<file path="src/hw/rtl/pzw_pkg.sv">
// Shared widths, cell types and codes for the neutrino pz W-mass solver.
package pzw_pkg;

  localparam int MOMENTUM_BITS = 20;
  localparam int WSQ_BITS      = 28;
  localparam logic [WSQ_BITS-1:0] WSQ_RESET = 28'd26477199;
  localparam int ROOT_BITS     = MOMENTUM_BITS + 4;

  localparam int SQ2_W   = 2 * MOMENTUM_BITS;
  localparam int ALPHA_W = ((SQ2_W > WSQ_BITS) ? SQ2_W : WSQ_BITS) + 2;
  localparam int A_W     = SQ2_W + 1;
  localparam int APZ_W   = ALPHA_W + MOMENTUM_BITS;
  localparam int DP_W    = 2 * ALPHA_W;
  localparam int DISC_W  = DP_W + SQ2_W;
  localparam int ACC_W   = DISC_W;

  localparam int DIG_W   = 8;
  localparam int DIG_N   = (ALPHA_W + DIG_W - 1) / DIG_W;
  localparam int DIGS_W  = DIG_N * DIG_W;

  localparam int SQ_N    = DISC_W / 2;
  localparam int SQR_W   = SQ_N + 2;
  localparam int SQT_W   = SQ_N + 4;

  localparam int NUM_W   = SQ_N + 2;
  localparam int Q_W     = ROOT_BITS + 1;
  localparam int DIV_W   = ((NUM_W + 1) > (A_W + Q_W + 1)) ? (NUM_W + 1) : (A_W + Q_W + 1);

  localparam int PIPE_N  = 9 + 2 * DIG_N + SQ_N + Q_W;

  localparam int IN_TDATA_W  = ((6 * MOMENTUM_BITS + 7) / 8) * 8;
  localparam int OUT_TDATA_W = ((2 + 2 * ROOT_BITS + 7) / 8) * 8;

  localparam logic [1:0] CNT_NONE = 2'd0;
  localparam logic [1:0] CNT_ONE  = 2'd1;
  localparam logic [1:0] CNT_TWO  = 2'd2;

  typedef struct packed {
    logic [ACC_W-1:0]  acc;
    logic [ACC_W-1:0]  mcand;
    logic [DIGS_W-1:0] dig;
  } mul_t;

  typedef struct packed {
    logic [DISC_W-1:0] rad;
    logic [SQR_W-1:0]  rem;
    logic [SQ_N-1:0]   root;
  } sq_t;

  typedef struct packed {
    logic [DIV_W-1:0] rem;
    logic [DIV_W-1:0] dvs;
    logic [Q_W-1:0]   q;
  } dv_t;

  typedef struct packed {
    logic a_zero;
    logic disc_neg;
    logic disc_zero;
  } case_t;

  typedef struct packed {
    logic signed [A_W-1:0]   a;
    logic signed [APZ_W-1:0] apz;
    logic [SQ2_W-1:0]        e2;
  } s3_t;

  typedef struct packed {
    logic signed [A_W-1:0]   a;
    logic signed [APZ_W-1:0] apz;
  } s4_t;

  typedef struct packed {
    logic signed [A_W-1:0]   a;
    logic signed [APZ_W-1:0] apz;
    case_t                   fl;
  } s5_t;

  typedef struct packed {
    logic  neg_p;
    logic  neg_m;
    logic  big_p;
    logic  big_m;
    case_t fl;
  } s9_t;

  typedef struct packed {
    logic                 sat;
    logic [ROOT_BITS-1:0] val;
  } rsat_t;

endpackage

</file>
<file path="src/hw/rtl/pzw_mul_cell.sv">
// One multiplier cell: add the multiplicand times one digit, then shift both on.
module pzw_mul_cell (
  input  logic          clk,
  input  logic          en,
  input  pzw_pkg::mul_t cell_in,
  output pzw_pkg::mul_t cell_out
);

  pzw_pkg::mul_t cell_next;

  always_comb begin
    cell_next.acc   = cell_in.acc
                    + cell_in.mcand * pzw_pkg::ACC_W'(cell_in.dig[pzw_pkg::DIG_W-1:0]);
    cell_next.mcand = cell_in.mcand << pzw_pkg::DIG_W;
    cell_next.dig   = cell_in.dig >> pzw_pkg::DIG_W;
  end

  always_ff @(posedge clk) begin
    if (en) begin
      cell_out <= cell_next;
    end
  end

endmodule

</file>
<file path="config.mk">
export PLATFORM = sky130hd
export DESIGN_NAME = pzw_mul_cell
export DESIGN_NICKNAME = d
export VERILOG_FILES = /design/src/hw/rtl/pzw_pkg.sv /design/src/hw/rtl/pzw_mul_cell.sv
export SDC_FILE = /design/constraint.sdc
export NUM_CORES = 2
export LEC_CHECK = 0
export ABC_AREA = 1
export BUFFER_PORTS_ARGS = -buffer_cell sky130_fd_sc_hd__buf_2
export CAP_MARGIN = 20
export CORE_UTILIZATION = 25
export CTS_BUF_LIST = sky130_fd_sc_hd__clkbuf_4 sky130_fd_sc_hd__clkbuf_8
export DETAILED_ROUTE_END_ITERATION = 7
export GPL_ROUTABILITY_DRIVEN = 0
export PLACE_DENSITY = 0.39
export SLEW_MARGIN = 0
export SYNTH_ARGS = -nofsm -noshare
export SYNTH_HDL_FRONTEND = slang
export SYNTH_SLANG_ARGS = --single-unit
</file>
<file path="constraint.sdc">
create_clock -name clk -period 12.8 [get_ports clk]
set_input_delay 1.92 -clock clk [delete_from_list [all_inputs] [get_ports clk]]
set_output_delay 1.92 -clock clk [all_outputs]
set_load 0.03 [all_outputs]
</file>
After elaboration in Yosys (flattened, before gate mapping)
Cells that the tools add are included.
Operators by class
  $add $sub $neg: 1
  $mul: 1
  div/mod/pow operators: 0
  magnitude comparators: 0
  equal/unequal tests: 0
  shifts and indexed selects: 0
  multiplexer cells: 0
  bitwise gates (word level): 0
  reduce and logical (&&, ||, !) cells: 0
Operators by type and width (count)
  adder 124 bit: 1
  multiplier 124 x 8 -> 124 bit: 1
Storage, ports and cells
  flip-flop bits (word level): 280
  bits in latches: 0
  bits in writable memories: 0
  ROM bits: 0
  input port bits: 298
  output and inout port bits: 296
  word-level logic and storage cells: 5
  memories: 0

Longest topological paths before layout
  depth in word-level cells: 2
  depth in mapped cells: 27

Worst setup path before layout
OpenSTA, ideal clock, no wires.
  path kind: input to register
  from: input cell_in[0] (netlist name)
  to: register cell_out[292] (netlist name), data pin
  library setup time: 252 ps
  arrival time: 6175 ps
  data required time: 12548 ps
  setup slack: 6373 ps
  cell stages on the path: 23
  cells stage by stage: clkbuf_1 clkbuf_1 clkbuf_1 nand2_1 fa_1 inv_1 fa_1 fa_1 inv_1 fa_1 inv_1 ha_1 nand2_2 nor2_2 inv_2 nor3_2 nand2_1 nor2_1 nand2_1 nand3_2 nand2_2 nand3_1 nand2_1
RTL lines
  start, declared: RTL line pzw_mul_cell.sv:5  | input pzw_pkg::mul_t cell_in,
  end signal, assigned: RTL line pzw_mul_cell.sv:20  | cell_out <= cell_next;
  end, declared: RTL line pzw_mul_cell.sv:6  | output pzw_pkg::mul_t cell_out

==> flow_summary.ini <==
[route]
vias = 41500
detail_route.wl_per_cell_um = 19.9
drtPass1Iterations = 6
first_iter_violations = 2692
drc = 0
avgViaCountPerCell = 4.15
drt.antenna.violating_nets = 0
wl_um = 199000

[floorplanning]
die_w_um = 445
start_util_pct = 25.1
design.die.area_um2 = 198000
die_h_um = 445
io_pins = 594
coreArea_um2 = 195000
row_count = 162

[final_layout]
layout-drive-gt1-share_pct = 10.3
regMostFlops = cell_out
synthToLayoutAreaGrowth_pct = 13.7
top_regs = cell_out (280)
largest_reg_flops = 280
nNetsFinal = 8594

[synth]
async_flop_share_pct = 0
synth_fa_ha_area_share_pct = 37.3
synth.top_cells.by_count = 2384 x nand2_1, 2365 x inv_1, 830 x fa_1
syn_area_per_cell_um2 = 7.10
yosysSeqAreaShare_pct = 17.2
synth_enable_flop_cells = 280
synth_area_um2 = 49000
synthSimpleGateAreaFrac_pct = 23.2
ys_types = 32
synth_ff_type = edfxtp_1
synth_most_common_cell = nand2_1
synth_xor_area_share_pct = 1.18
synth_area_leaders = fa_1 34%, nand2_1 18%, inv_1 18%
ys_warn_count = 0
synth_top_family_by_area = adder cells
synth_top_area_share_pct = 33.9
synthMuxAreaShare_pct = 0
synth-seq-cells = 280
synthCells = 6898
synth_top_area_cell = fa_1
synth_compound_area_share_pct = 1.01

[timing]
clock.fmax_ghz = 0.126
drv_slew = 0
max_slew_margin_pct = 27.7
finalHoldViolations = 0
grt_setup_unrepaired = false
finalSetupViolations = 0
finalSetupTns_ns = 0
period_share_pct = 62.0
fin_crit_ns = 7.94
tightest_slew_ns = 1.08

[clock_tree]
htreeDepth = 2
postCtsHoldBufs = 0
clk_pin_slew_ns = 0.06
cts_resized = 0
cts_tree = done
clk_path_buf_depth = 3
ctsRootBufferMaster = clkbuf_8
postCtsSetupRepairBufs = 0
cts_sinks = 280
numCtsBuffers = 61

[worst_setup_path]
path_cells = buf_4 > buf_4 > nand2_1 > fa_1 > inv_1 > fa_1 > fa_1 > inv_1 > fa_1 > inv_1 > ha_1 > nand2_1 > nor2_1 > nand2_1 > inv_1 > nand2_1 > nor2_1 > a21oi_1 > xnor2_1
crit_fanout = 52
end_kind = flip-flop
max_stage_delay_ns = 0.68
cp.required_ns = 13.35
worst_path_max_delay_cell = buf_4
arrival_ns = 8.49
critPathKind = input pin to flip-flop
start_kind = input pin

[grt]
grt_max_degree = 69
grt_pass1_vias = 44200
antenna_found_initial = 9
grt_pass1_wl_um = 294000
grt.total_usage_pct = 20.4
overflow = 0

[placement]
post-dp-hpwl_um = 169000
portBuffers = 577

[flow_run]
max_cap_violations = 0

[run_status]
status = finished, final reports clean

[hold_path]
hold_class = input pin to flip-flop
-- through the flow --
step / util, % / std cells / instance area, um^2 / setup WS (ns) / hold slack [ns]
detailed placement: 27.9 / 9894 / 54400 / 4.08 / 2.10
global placement: 27.9 / 9894 / 54400 / 3.98 / 2.10
CTS: 28.6 / 10000 / 55700 / 4.98 / 1.12
global route: 28.6 / 10000 / 55700 / 4.64 / 1.14
finish: 28.6 / 10000 / 55700 / 4.86 / 1.22
floorplan: - / 6913 / 49000 / 6.37 / 2.02
-- cells by family (layout without fill, tap and decap cells) --
group                      Yosys count  after routing
adders and majority gates          963            963
xor gates and xnor gates            66             66
DFF                                280            280
buffers and inverters             2612           3080
AOI/OAI and AO/OA                   95             95
and+or+nand+nor                   2881           2881
other                                1             23
-- cell usage in the layout (no fill, tap or decap), types with 2 or more instances in the layout --
cell       count
nand2_2       13
bufinv_16      4
nand3_1      109
nor3_2         5
and2_1         4
a21oi_1       74
ha_1         133
nand3b_1       2
buf_2        568
diode_2        7
clkinv_1      16
inv_2          7
xor2_1        57
xnor2_1        9
nand2_1     2384
o21bai_1       6
inv_1       2365
clkbuf_8      61
buf_4         28
conb_1        16
fa_1         830
clkinv_2      10
nand4_1       38
clkbuf_4      16
nor3_1        11
edfxtp_1     280
nor4_1         4
nor2_2        21
nor4_2         2
nand3_2       17
o21ai_0       13
nor2_1       268
-- critical path, delay by kind of cell --
family                   cells  cell delay, ns
AO/OA/AOI/OAI                1            0.27
XOR/XNOR                     1            0.63
buffers and inverters        6            1.40
AND/OR/NAND/NOR              6            1.62
adder cells (fa/ha/maj)      5            2.51
-- metal layers --
layer | GRT usage (%) | vias to the layer above | part of all wire, %
met5 | 0 | - | 0.027
met2 | 36.8 | 1225 | 50
li1 | - | 19800 | -
met3 | 2.38 | 270 | 5.0
met1 | 24.4 | 20200 | 40
met4 | 8.89 | 8 | 5.1
-- layout make-up --
type | instances | area [um^2]
Clock buffer | 77 | 960
Inverter | 2372 | 8900
Sequential cell | 280 | 8410
Fill cell | 21700 | 139000
Antenna cell | 7 | 17.5
Clock inverter | 34 | 290
Tap cell | 2624 | 3280
Timing Repair Buffer | 597 | 3070
Multi-Input combinational cell | 4021 | 30800
-- worst paths after layout --
path / start / end / slack [ns] / cells after the start
max: cell_in[0] / cell_out[236] / 4.86 / 19
min: cell_in[29] / cell_out[21] / 1.22 / 1
Power is not shown: default switching activity piles up to over one toggle a cycle in this logic, so the estimate is an artifact.
