## src/hw/rtl/pzw_pkg.sv

```systemverilog
// Shared widths, cell types and codes for the neutrino pz W-mass solver.
package pzw_pkg;

  localparam int MOMENTUM_BITS = 20;
  localparam int WSQ_BITS      = 28;
  localparam logic [WSQ_BITS-1:0] WSQ_RESET = 28'd26477199;
  localparam int ROOT_BITS     = MOMENTUM_BITS + 4;

  localparam int SQ2_W   = 2 * MOMENTUM_BITS;
  localparam int ALPHA_W = ((SQ2_W > WSQ_BITS) ? SQ2_W : WSQ_BITS) + 2;
  localparam int A_W     = SQ2_W + 1;
  localparam int APZ_W   = ALPHA_W + MOMENTUM_BITS;
  localparam int DP_W    = 2 * ALPHA_W;
  localparam int DISC_W  = DP_W + SQ2_W;
  localparam int ACC_W   = DISC_W;

  localparam int DIG_W   = 8;
  localparam int DIG_N   = (ALPHA_W + DIG_W - 1) / DIG_W;
  localparam int DIGS_W  = DIG_N * DIG_W;

  localparam int SQ_N    = DISC_W / 2;
  localparam int SQR_W   = SQ_N + 2;
  localparam int SQT_W   = SQ_N + 4;

  localparam int NUM_W   = SQ_N + 2;
  localparam int Q_W     = ROOT_BITS + 1;
  localparam int DIV_W   = ((NUM_W + 1) > (A_W + Q_W + 1)) ? (NUM_W + 1) : (A_W + Q_W + 1);

  localparam int PIPE_N  = 9 + 2 * DIG_N + SQ_N + Q_W;

  localparam int IN_TDATA_W  = ((6 * MOMENTUM_BITS + 7) / 8) * 8;
  localparam int OUT_TDATA_W = ((2 + 2 * ROOT_BITS + 7) / 8) * 8;

  localparam logic [1:0] CNT_NONE = 2'd0;
  localparam logic [1:0] CNT_ONE  = 2'd1;
  localparam logic [1:0] CNT_TWO  = 2'd2;

  typedef struct packed {
    logic [ACC_W-1:0]  acc;
    logic [ACC_W-1:0]  mcand;
    logic [DIGS_W-1:0] dig;
  } mul_t;

  typedef struct packed {
    logic [DISC_W-1:0] rad;
    logic [SQR_W-1:0]  rem;
    logic [SQ_N-1:0]   root;
  } sq_t;

  typedef struct packed {
    logic [DIV_W-1:0] rem;
    logic [DIV_W-1:0] dvs;
    logic [Q_W-1:0]   q;
  } dv_t;

  typedef struct packed {
    logic a_zero;
    logic disc_neg;
    logic disc_zero;
  } case_t;

  typedef struct packed {
    logic signed [A_W-1:0]   a;
    logic signed [APZ_W-1:0] apz;
    logic [SQ2_W-1:0]        e2;
  } s3_t;

  typedef struct packed {
    logic signed [A_W-1:0]   a;
    logic signed [APZ_W-1:0] apz;
  } s4_t;

  typedef struct packed {
    logic signed [A_W-1:0]   a;
    logic signed [APZ_W-1:0] apz;
    case_t                   fl;
  } s5_t;

  typedef struct packed {
    logic  neg_p;
    logic  neg_m;
    logic  big_p;
    logic  big_m;
    case_t fl;
  } s9_t;

  typedef struct packed {
    logic                 sat;
    logic [ROOT_BITS-1:0] val;
  } rsat_t;

endpackage

```

## src/hw/rtl/pzw_div_cell.sv

```systemverilog
// One divider cell: trial subtract of the shifted divisor, one quotient bit.
module pzw_div_cell (
  input  logic         clk,
  input  logic         en,
  input  pzw_pkg::dv_t cell_in,
  output pzw_pkg::dv_t cell_out
);

  pzw_pkg::dv_t cell_next;

  always_comb begin
    cell_next.dvs = cell_in.dvs >> 1;
    if (cell_in.rem >= cell_in.dvs) begin
      cell_next.rem = cell_in.rem - cell_in.dvs;
      cell_next.q   = {cell_in.q[pzw_pkg::Q_W-2:0], 1'b1};
    end else begin
      cell_next.rem = cell_in.rem;
      cell_next.q   = {cell_in.q[pzw_pkg::Q_W-2:0], 1'b0};
    end
  end

  always_ff @(posedge clk) begin
    if (en) begin
      cell_out <= cell_next;
    end
  end

endmodule

```

## config.mk

```make
export PLATFORM = sky130hd
export DESIGN_NAME = pzw_div_cell
export DESIGN_NICKNAME = d
export VERILOG_FILES = /design/src/hw/rtl/pzw_pkg.sv /design/src/hw/rtl/pzw_div_cell.sv
export SDC_FILE = /design/constraint.sdc
export NUM_CORES = 1
export LEC_CHECK = 0
export BUFFER_PORTS_ARGS = -buffer_cell sky130_fd_sc_hd__buf_4
export CORE_MARGIN = 2
export CORE_UTILIZATION = 45
export CTS_CLUSTER_DIAMETER = 30
export DETAILED_ROUTE_END_ITERATION = 6
export PLACE_DENSITY = 0.81
export RECOVER_POWER = 25
export SETUP_SLACK_MARGIN = 0.15
export SLEW_MARGIN = 20
export SYNTH_ARGS = -nofsm -noshare
export SYNTH_HDL_FRONTEND = slang
export SYNTH_SLANG_ARGS = --single-unit
```

## constraint.sdc

```tcl
create_clock -name clk -period 4.43 [get_ports clk]
set_input_delay 0.886 -clock clk [delete_from_list [all_inputs] [get_ports clk]]
set_output_delay 0.886 -clock clk [all_outputs]
set_load 0.005 [all_outputs]
```

== Yosys cells after proc, flatten, opt, wreduce, memory -nomap -nowiden ==
Index checks and enable logic that the tools add are counted.
Cells by class
  $add $sub $neg: 1
  magnitude comparators: 1
  mux-type cells: 2
Operators with widths (count)
  $ge 67x67->1: 1
  $mux 67: 1
  $sub 67x67->67: 1
  $mux 1: 1
Word-level totals
  register bits after elaboration: 158
  input port bits: 161
  output and inout port bits: 159

== Logic depth before layout (Yosys ltp) ==
  depth after elaboration: 2
  gate-level depth with buffers: 15
  gate-level depth less buffers: 13

== Worst setup path before layout ==
Ideal clock, no wire load.
  kind: input port to flip-flop
  from: in cell_in[92] (netlist name)
  to: reg cell_out[134] (netlist name) (data pin)
  setup time: 256 ps
  arrival: 3522 ps
  data required time: 4174 ps
  setup slack: 652 ps
  stages: 13
  cells stage by stage: inv_1 ha_1 inv_1 fa_1 a211oi_1 o211ai_1 nand2_1 a211oi_1 o31ai_1 o41a_1 a211oi_1 or3_1 a31o_2
RTL lines
  start: declaration: line pzw_div_cell.sv:5  | input pzw_pkg::dv_t cell_in,
  end signal: assignment: line pzw_div_cell.sv:24  | cell_out <= cell_next;
  end: declaration: line pzw_div_cell.sv:6  | output pzw_pkg::dv_t cell_out

==> impl_metrics.csv <==
group,metric,value,unit
yosys,syn_inst,1004,
yosys,synth_ff_type,"edfxtp_1",
clock_tree,cts.path.max_buffers,2,
route,antenna_left,0,
clock_tree,numCtsBuffers,17,
grt,grt_use_total,0.241,
timing,hold_violations,0,
clock_tree,cts_repair_resize_count,0,
yosys,synth-seq-cells,158,
yosys,synth_area_leaders,"edfxtp_1 46%, ha_1 8.1%, a21oi_1 4.6%, mux2_2 4.4%, inv_1 3.5%",
power,internal-power,3.37,mW
layout,largest_registers,"cell_out x158",
worst_setup_path,start_kind,"input pin",
grt,grt_start_max_net_pins,69,
floorplan,initial_utilization,0.459,
placement,placed_cell_area,13200,um^2
clock_tree,postCtsHoldBufs,0,
power,sequentialPowerShare,0.394,
layout,num_antenna_cells,0,
worst_setup_path,critPathRequiredTime,4.62,ns
grt,grt_pass1_vias,8941,
timing,period_needed,4.04,ns
worst_setup_path,path_cells,"buf_4 -> ha_1 -> inv_1 -> fa_1 -> a211oi_1 -> o211ai_1 -> nand2_1 -> a211oi_1 -> o31ai_1 -> buf_4 -> o41a_1 -> a21oi_1 -> xor2_1 -> mux2_4",
yosys,synth_warnings,0,
floorplan,fp.dieH,156,um
worst_setup_path,crit_buf_inv,3,
yosys,syn_area,10400,um^2
timing,drv_slew,68,
grt,grt_pass1_wl,46100,um
outcome,status,"finished, violations left",
power,swShare,0.298,
layout,largest_reg_flops,158,
floorplan,die_area,24300,um^2
yosys,syn_avg_cell_area,10.4,um^2
route,num_vias,9085,
clock_tree,htreeDepth,4,
yosys,yosysTopAreaCellShare,0.456,
layout,regMostFlops,"cell_out",
route,drtIter0Drc,672,
worst_setup_path,critPathMaxStageDelay,0.53,ns
layout,fin_area,13700,um^2
yosys,synth_edf_count,158,
yosys,yosysUniqueCellTypes,64,
clock_tree,postCtsSetupRepairBufs,0,
yosys,async_flop_share,0,
power,power.leakage,5.91,nW
power,p_sw,1.43,mW
clock_tree,cts_num_sinks,158,
timing,fmax,0.247,GHz
power,power_frac_comb,0.284,
timing,tightest_slew,3.10,ns
worst_setup_path,crit_family,"compound AO/OA/AOI/OAI gates",
layout,drive_gt1_frac,0.313,
clock_tree,clock-root-buffer,"clkbuf_16",
floorplan,die_w,156,um
route,vias_per_cell,5.60,
outcome,violations,"max-capacitance violations, max-slew violations",
power,power_density,352,nW/um^2
clock_tree,cts_tree,"built",
min_path,min_path_type,"input pin to flip-flop",
route,wire_per_inst,18.7,um
worst_setup_path,path_max_fanout,6,
grt,grt.overflow.total,0,
run,maxCapViolations,1,
floorplan,num_io_pins,320,
timing,setup_tns,0,ns
yosys,seq_area_frac_synth,0.456,
route,wl,30300,um
grt,antenna_found_initial,0,
power,pwr-share-clk,0.322,
worst_setup_path,criticalPathCategory,"input pin to flip-flop",
power,vdd_drop_max,0.000233,V
layout,fill_cells,1911,
timing,fin_crit_sh,0.912,
route,route.detailed.drc,0,
yosys,synth_top_area_cell,"edfxtp_1",
floorplan,num_rows,55,
worst_setup_path,cp_slowest_cell,"o41a_1",
layout,nNetsFinal,1552,
placement,portBuffers,317,
yosys,synth_fp_nets,1233,
clock_tree,clk_pin_slew,0.07,ns
worst_setup_path,crit_path_end_kind,"flip-flop",
timing,setup_viol,0,
route,first_pass_iters,5,
timing,rsz0062_at_grt,"false",
worst_setup_path,cp.arrival,4.23,ns
timing,slew_headroom,-1.07,
placement,gp_congestion,0.941,
layout,area_growth,31.2,%
placement,dp_hpwl,23700,um
floorplan,core_area,22600,um^2
## cells by family (layout without fill, tap and decap cells)
| family | after synthesis | after routing | synth area share |
|---|---|---|---|
| compound gates | 303 | 303 | 0.190 |
| xor+xnor | 55 | 55 | 0.0463 |
| fa+ha+maj | 68 | 68 | 0.0825 |
| buf+inv | 138 | 470 | 0.0542 |
| flops | 158 | 158 | 0.456 |
| mux | 61 | 61 | 0.0713 |
| other cells | 1 | 1 | 0.000360 |
| simple gates | 220 | 220 | 0.0990 |
## cells in the final DEF, fill, tap and decap left out, drive strengths merged, types with 3 or more instances in the layout
master    n
nand3    12
o21ai    57
or3       4
nor2     51
ha       67
mux2i     4
a31o      3
a21oi    97
nor3     18
clkinv    5
a21boi    4
o31ai    15
a21o     29
a211oi   10
o21bai   24
inv     107
nand4    31
clkbuf  106
or4       3
xor2     16
nand2    77
o21a     10
o211ai   17
buf     249
a31oi    13
nor4      7
mux2     57
nand2b    6
nor2b     3
edfxtp  158
xnor2    39
## layer usage
layer / vias to the layer above / GRT usage / wire length (um)
li1: 4374 / - / -
met1: 4282 / 0.312 / 12800
met2: 379 / 0.409 / 14700
met3: 50 / 0.0472 / 2190
met4: 0 / 0.0734 / 677
met5: - / 0 / 0
## path summary, 6_finish.rpt
path	end	depth (start not counted)	start	slack, ns
setup / recovery	cell_out[142]	14	cell_in[25]	0.39
hold / removal	cell_out[13]	1	cell_in[12]	0.64
## power by group through the flow
stage,Sequential (mW),Combinational (mW),Clock [mW]
floorplan,1.94,0.735,0
global route,1.91,1.48,1.61
global placement,1.92,1.34,0
CTS,1.89,1.37,1.56
finish,1.89,1.37,1.54
detailed placement,1.92,1.36,0
## through the flow
step	hold WS [ns]	utilization	power [mW]	std cells	setup WS, ns
6_report	0.641	0.603	4.80	1621	0.388
2_1_floorplan	0.985	-	2.68	1004	0.652
5_1_grt	0.629	0.603	5.00	1621	0.258
4_1_cts	0.615	0.607	4.82	1621	0.464
3_3_place_gp	1.06	0.581	3.26	1589	0.176
3_5_place_dp	1.07	0.581	3.29	1589	0.0787
## synth_stat cells (all sizes together), types with 3 or more instances
cell type    n
nand3       12
o21ai       57
nor4         7
a31o         3
or3          4
nand2       77
or4          3
mux2        57
nor2        51
nor2b        3
a211oi      10
mux2i        4
xnor2       39
buf         13
a21o        29
xor2        16
o21a        10
nand4       31
nand2b       6
a21oi       97
nor3        18
o31ai       15
edfxtp     158
ha          67
inv         99
a21boi       4
a31oi       13
o21bai      24
clkbuf      26
o211ai      17
## layout make-up
| class | instances | area (um^2) | share of cell area |
|---|---|---|---|
| multi-input combinational | 708 | 5090 | 0.373 |
| tap | 285 | 357 | 0.0261 |
| clock buffer | 17 | 425 | 0.0312 |
| sequential | 158 | 4740 | 0.348 |
| clock inverter | 15 | 173 | 0.0126 |
| inverter | 99 | 372 | 0.0272 |
| timing repair buffer | 339 | 2490 | 0.182 |
Power figures use the tool's default switching activity.
