**src/hw/rtl/pzw_pkg.sv**
```systemverilog
// Shared widths, cell types and codes for the neutrino pz W-mass solver.
package pzw_pkg;

  localparam int MOMENTUM_BITS = 20;
  localparam int WSQ_BITS      = 28;
  localparam logic [WSQ_BITS-1:0] WSQ_RESET = 28'd26477199;
  localparam int ROOT_BITS     = MOMENTUM_BITS + 4;

  localparam int SQ2_W   = 2 * MOMENTUM_BITS;
  localparam int ALPHA_W = ((SQ2_W > WSQ_BITS) ? SQ2_W : WSQ_BITS) + 2;
  localparam int A_W     = SQ2_W + 1;
  localparam int APZ_W   = ALPHA_W + MOMENTUM_BITS;
  localparam int DP_W    = 2 * ALPHA_W;
  localparam int DISC_W  = DP_W + SQ2_W;
  localparam int ACC_W   = DISC_W;

  localparam int DIG_W   = 8;
  localparam int DIG_N   = (ALPHA_W + DIG_W - 1) / DIG_W;
  localparam int DIGS_W  = DIG_N * DIG_W;

  localparam int SQ_N    = DISC_W / 2;
  localparam int SQR_W   = SQ_N + 2;
  localparam int SQT_W   = SQ_N + 4;

  localparam int NUM_W   = SQ_N + 2;
  localparam int Q_W     = ROOT_BITS + 1;
  localparam int DIV_W   = ((NUM_W + 1) > (A_W + Q_W + 1)) ? (NUM_W + 1) : (A_W + Q_W + 1);

  localparam int PIPE_N  = 9 + 2 * DIG_N + SQ_N + Q_W;

  localparam int IN_TDATA_W  = ((6 * MOMENTUM_BITS + 7) / 8) * 8;
  localparam int OUT_TDATA_W = ((2 + 2 * ROOT_BITS + 7) / 8) * 8;

  localparam logic [1:0] CNT_NONE = 2'd0;
  localparam logic [1:0] CNT_ONE  = 2'd1;
  localparam logic [1:0] CNT_TWO  = 2'd2;

  typedef struct packed {
    logic [ACC_W-1:0]  acc;
    logic [ACC_W-1:0]  mcand;
    logic [DIGS_W-1:0] dig;
  } mul_t;

  typedef struct packed {
    logic [DISC_W-1:0] rad;
    logic [SQR_W-1:0]  rem;
    logic [SQ_N-1:0]   root;
  } sq_t;

  typedef struct packed {
    logic [DIV_W-1:0] rem;
    logic [DIV_W-1:0] dvs;
    logic [Q_W-1:0]   q;
  } dv_t;

  typedef struct packed {
    logic a_zero;
    logic disc_neg;
    logic disc_zero;
  } case_t;

  typedef struct packed {
    logic signed [A_W-1:0]   a;
    logic signed [APZ_W-1:0] apz;
    logic [SQ2_W-1:0]        e2;
  } s3_t;

  typedef struct packed {
    logic signed [A_W-1:0]   a;
    logic signed [APZ_W-1:0] apz;
  } s4_t;

  typedef struct packed {
    logic signed [A_W-1:0]   a;
    logic signed [APZ_W-1:0] apz;
    case_t                   fl;
  } s5_t;

  typedef struct packed {
    logic  neg_p;
    logic  neg_m;
    logic  big_p;
    logic  big_m;
    case_t fl;
  } s9_t;

  typedef struct packed {
    logic                 sat;
    logic [ROOT_BITS-1:0] val;
  } rsat_t;

endpackage

```
**src/hw/rtl/pzw_sqrt_cell.sv**
```systemverilog
// One square root cell: bring down two radicand bits and settle one root bit.
module pzw_sqrt_cell (
  input  logic         clk,
  input  logic         en,
  input  pzw_pkg::sq_t cell_in,
  output pzw_pkg::sq_t cell_out
);

  pzw_pkg::sq_t                cell_next;
  logic [pzw_pkg::SQT_W-1:0]   part;
  logic [pzw_pkg::SQT_W-1:0]   trial;

  always_comb begin
    part  = {cell_in.rem, cell_in.rad[pzw_pkg::DISC_W-1 -: 2]};
    trial = {2'b00, cell_in.root, 2'b01};
    cell_next.rad = cell_in.rad << 2;
    if (part >= trial) begin
      cell_next.rem  = pzw_pkg::SQR_W'(part - trial);
      cell_next.root = {cell_in.root[pzw_pkg::SQ_N-2:0], 1'b1};
    end else begin
      cell_next.rem  = pzw_pkg::SQR_W'(part);
      cell_next.root = {cell_in.root[pzw_pkg::SQ_N-2:0], 1'b0};
    end
  end

  always_ff @(posedge clk) begin
    if (en) begin
      cell_out <= cell_next;
    end
  end

endmodule

```
**config.mk**
```make
export PLATFORM = sky130hd
export DESIGN_NAME = pzw_sqrt_cell
export DESIGN_NICKNAME = d
export VERILOG_FILES = /design/src/hw/rtl/pzw_pkg.sv /design/src/hw/rtl/pzw_sqrt_cell.sv
export SDC_FILE = /design/constraint.sdc
export NUM_CORES = 1
export LEC_CHECK = 0
export BUFFER_PORTS_ARGS = -buffer_cell sky130_fd_sc_hd__buf_2
export CAP_MARGIN = 15
export CORE_AREA = 2 2 197 199
export DETAILED_ROUTE_END_ITERATION = 10
export DIE_AREA = 0 0 199 201
export PLACE_DENSITY = 0.61
export SYNTH_ARGS = -nofsm -noshare
export SYNTH_HDL_FRONTEND = slang
export SYNTH_SLANG_ARGS = --single-unit
```
**constraint.sdc**
```tcl
create_clock -name clk -period 3.25 [get_ports clk]
set_input_delay 0.325 -clock clk [delete_from_list [all_inputs] [get_ports clk]]
set_output_delay 0.325 -clock clk [all_outputs]
set_load 0.01 [all_outputs]
```
# ---- Word-level counts from Yosys, hierarchy flattened
# Cells that the tools add are included.
dict set report totals {
  register_bits 248
  input_bits 252
  wordCells 6
}
dict set report classes {
  n_addsub 1
  magnitude_cmp 1
  muxes 1
}
# operator n
set ops {}
lappend ops {{2-to-1 mux 126 bit} 1}
lappend ops {{>= comparator 66 x 64 -> 1 bit} 1}
lappend ops {{subtractor 64 bit} 1}

# ---- Longest topological paths before layout
dict set report depth {
  depth_word 2
  ltp_mapped 16
  mapped_depth_nobuf 13
}

# ---- Worst setup path after synthesis
# No wires, ideal clock.
dict set report synth_timing {
  path_type {input -> register}
  start {input port cell_in[7] in the netlist's numbering}
  end {register cell_out[100] in the netlist's numbering (data pin)}
  setup_time_ns 0.260
  t_arrival_ns 3.028
  slack_ns -0.039
  stages 16
  path_buffers 3
  cell_sequence {inv_1 -> ha_1 -> buf_6 -> a21o_1 -> nor2_2 -> nand4b_1 -> a21oi_4 -> a21oi_4 -> o211ai_4 -> o31ai_4 -> a41oi_4 -> a31oi_4 -> nor4_4 -> buf_8 -> buf_12 -> mux2_4}
}
# item line_no
set synth_lines {}
lappend synth_lines {{start, declared} pzw_sqrt_cell.sv:5} ;# input pzw_pkg::sq_t cell_in,
lappend synth_lines {{end signal, assigned} pzw_sqrt_cell.sv:28} ;# cell_out <= cell_next;
lappend synth_lines {{end, declared} pzw_sqrt_cell.sv:6} ;# output pzw_pkg::sq_t cell_out

==> results_dict.tcl <==
set metrics [dict create \
    syn_area_per_cell_um2 13.33 \
    endpoint_kind "register" \
    cp-endpoint "cell_out[82]" \
    synthCells 943 \
    dieArea_um2 40000 \
    synth-edff-count 248 \
    core_area_um2 38110 \
    fin_crit_ns 3.110 \
    required_ns 3.56 \
    dp_hpwl_um 35390 \
    postLayoutCoreUtil_pct 52.92 \
    vias_per_cell 4.698 \
    finalSetupViolCount 0 \
    nets 2147 \
    cts.sinks 248 \
    cp-startpoint "cell_in[53]" \
    hp-class "in -> reg" \
    timing.final.crit_share_pct 95.68 \
    reg_top3 "cell_out x248" \
    clk_pin_slew_ns 0.06 \
    timing.setup.tns_ns 0 \
    drv_cap 0 \
    whs_ns 0.05510 \
    clockBufferDepth 3 \
    wl_per_cell_um 19.98 \
    route.detailed.drc 0 \
    cp_slowest_cell "dlygate4sd3_1" \
    drt-met1-wl_um 18310 \
    vias 11150 \
    p_per_area_nw_per_um2 479.5 \
    initial_core_util_pct 32.99 \
    p_leak_nw 9.177 \
    crit_fanout 10 \
    critPathKind "in -> reg" \
    async_reset_ff_share_pct 0 \
    slew_headroom_pct 52.50 \
    path_cells "dlygate4sd3_1 -> buf_2 -> inv_1 -> ha_4 -> a21o_1 -> a21o_1 -> a21oi_2 -> or3_4 -> o41ai_4 -> a41oi_4 -> a31oi_4 -> nor4_4 -> buf_6 -> clkbuf_16 -> mux2_4" \
    largest_register "cell_out" \
    grt_max_degree 80 \
    numPortBuffers 499 \
    drive_gt1_share_pct 46.87 \
    die_height_um 201 \
    dr_wl_met2_um 23900 \
    routed.top_layer "met5" \
    tightest_slew_ns 0.7124 \
    peakVddDrop_mv 0.3960 \
    ios 502 \
    slew_violations 0 \
    area_delta_synth_final_pct 60.42 \
    status "complete, no violations" \
    path_depth 15 \
    critPathBufInv 5 \
    antenna_found_initial 8 \
    largest_reg_flops 248 \
    yosysSeqAreaShare_pct 59.24 \
    ys_seq_elements 248 \
    yosys_warnings 0 \
    placedCellCount 2126 \
    root_buffer "clkbuf_16" \
    cts_htree_levels 1 \
    numCtsBuffers 28 \
    cp.arrival_ns 3.42 \
    grt_pass1_wl_um 66860 \
    drt_iter0_drc 548 \
    die_w_um 199 \
    crit_path_frequent_cell "a21o_1" \
    ys.flop_type "edfxtp_1" \
    cpLargestDelayFamily "buffers and inverters" \
    synth_cell_type_count 71 \
    grt-ovfl-total 0 \
    synth_area_um2 12570 \
    drt_wl_total_um 47410 \
    dr.pass1.iters 5 \
    gp_congestion 0.8684 \
    finalNonFillerCells 2373 \
    cts_tree "yes" \
    final_hold_viol_count 0 \
    grt_usage_pct 22.22 \
    final_antenna_net_count 0 \
    power.total_w 0.009670 \
    max_freq_ghz 0.3216 \
    wl_met3_um 3042 \
    critPathLaunchType "primary input" \
    grt_pass1_vias 11440 \
    max_stage_delay_ns 0.53 \
    rows 72 \
]
[cells by family (layout without fill, tap and decap cells)]
group / Yosys count / in the layout / synth area share [%]
simple gates: 173 / 173 / 6.709
flops: 248 / 248 / 59.24
buf+inv: 115 / 1023 / 4.429
xor+xnor: 61 / 61 / 4.250
mux: 63 / 63 / 6.997
compound gates: 218 / 218 / 11.97
other cells: 1 / 5 / 0.02983
fa+ha+maj: 64 / 64 / 6.370
[area by class of cell]
type                       instances  area, µm²
fill                            3290      17940
antenna                            3      7.507
multi-input combinational        581       4788
sequential                       248       7447
timing repair buffer             892       6087
tap                              518      648.1
clock inverter                    16      138.9
inverter                          80      300.3
clock buffer                      35      748.2
[cells in the final DEF, fill, tap and decap left out, drive strengths merged, types with 3 or more instances in the layout]
cell type / synthesis / layout
buf: 21 / 707
edfxtp: 248 / 248
dlygate4sd3: 0 / 178
inv: 80 / 81
a21oi: 77 / 77
ha: 64 / 64
nand2: 63 / 63
mux2: 61 / 61
o21ai: 40 / 40
clkbuf: 14 / 39
a21o: 38 / 38
nor2: 38 / 38
xnor2: 37 / 37
xor2: 24 / 24
nand4: 20 / 20
nand3: 12 / 12
o21bai: 11 / 11
clkinv: 0 / 11
nor3: 10 / 10
o21a: 8 / 8
nor4: 8 / 8
a31oi: 7 / 7
nor2b: 6 / 6
a211oi: 6 / 6
o31ai: 6 / 6
and2: 4 / 4
nand2b: 4 / 4
a221oi: 4 / 4
diode: 0 / 3
dlymetal6s4s: 0 / 3
or3: 3 / 3
a41oi: 3 / 3
[synth_stat cells, drive strengths merged (10+ instances only)]
cell / count / area, µm²
a21o: 38 / 285.3
a21oi: 77 / 411.7
buf: 21 / 202.7
clkbuf: 14 / 53.80
edfxtp: 248 / 7447
ha: 64 / 800.8
inv: 80 / 300.3
mux2: 61 / 859.6
nand2: 63 / 236.5
nand3: 12 / 60.06
nand4: 20 / 125.1
nor2: 38 / 145.1
nor3: 10 / 66.32
o21ai: 40 / 204.0
o21bai: 11 / 82.58
xnor2: 37 / 324.1
xor2: 24 / 210.2
[timing repair]
item                       4_1_cts  5_1_grt
resized for setup                0       47
hold buffers                   181        0
hold endpoints to repair       181        0
setup endpoints to repair        0       61
setup buffers                    0        9
[through the flow]
stage	area, µm²	worst slack, ns
2_1_floorplan	12590	0.002092
3_3_place_gp	17050	-0.4218
3_5_place_dp	17050	-0.5038
4_1_cts	19750	0.01594
5_1_grt	20160	-0.01803
6_report	20170	0.1405
[power breakdown]
| group | switching [W] | internal [W] | leakage (nW) | total, W |
|---|---|---|---|---|
| clock | 0.00132 | 0.00179 | 0.437 | 0.00311 |
| sequential | 0.0000934 | 0.00392 | 2.43 | 0.00402 |
| combinational | 0.00124 | 0.00130 | 6.31 | 0.00254 |
[how the worst min path moves through the flow]
stage          slack [ns]         start       endpoint  cells after the start
2_1_floorplan        0.42    cell_in[9]   cell_out[10]                      0
3_3_place_gp         0.50  cell_in[184]  cell_out[186]                      1
3_5_place_dp         0.50  cell_in[156]  cell_out[158]                      1
4_1_cts              0.02   cell_in[36]   cell_out[37]                      2
5_1_grt              0.04   cell_in[36]   cell_out[37]                      2
6_report             0.06   cell_in[36]   cell_out[37]                      2
[metal layers]
layer  global-route usage, %  vias to the layer above
met4                   9.568                       12
met5                       0                        -
li1                        -                     5300
met2                   40.36                      399
met1                   24.69                     5336
met3                   4.973                      101
(Power assumes the default switching activity.)
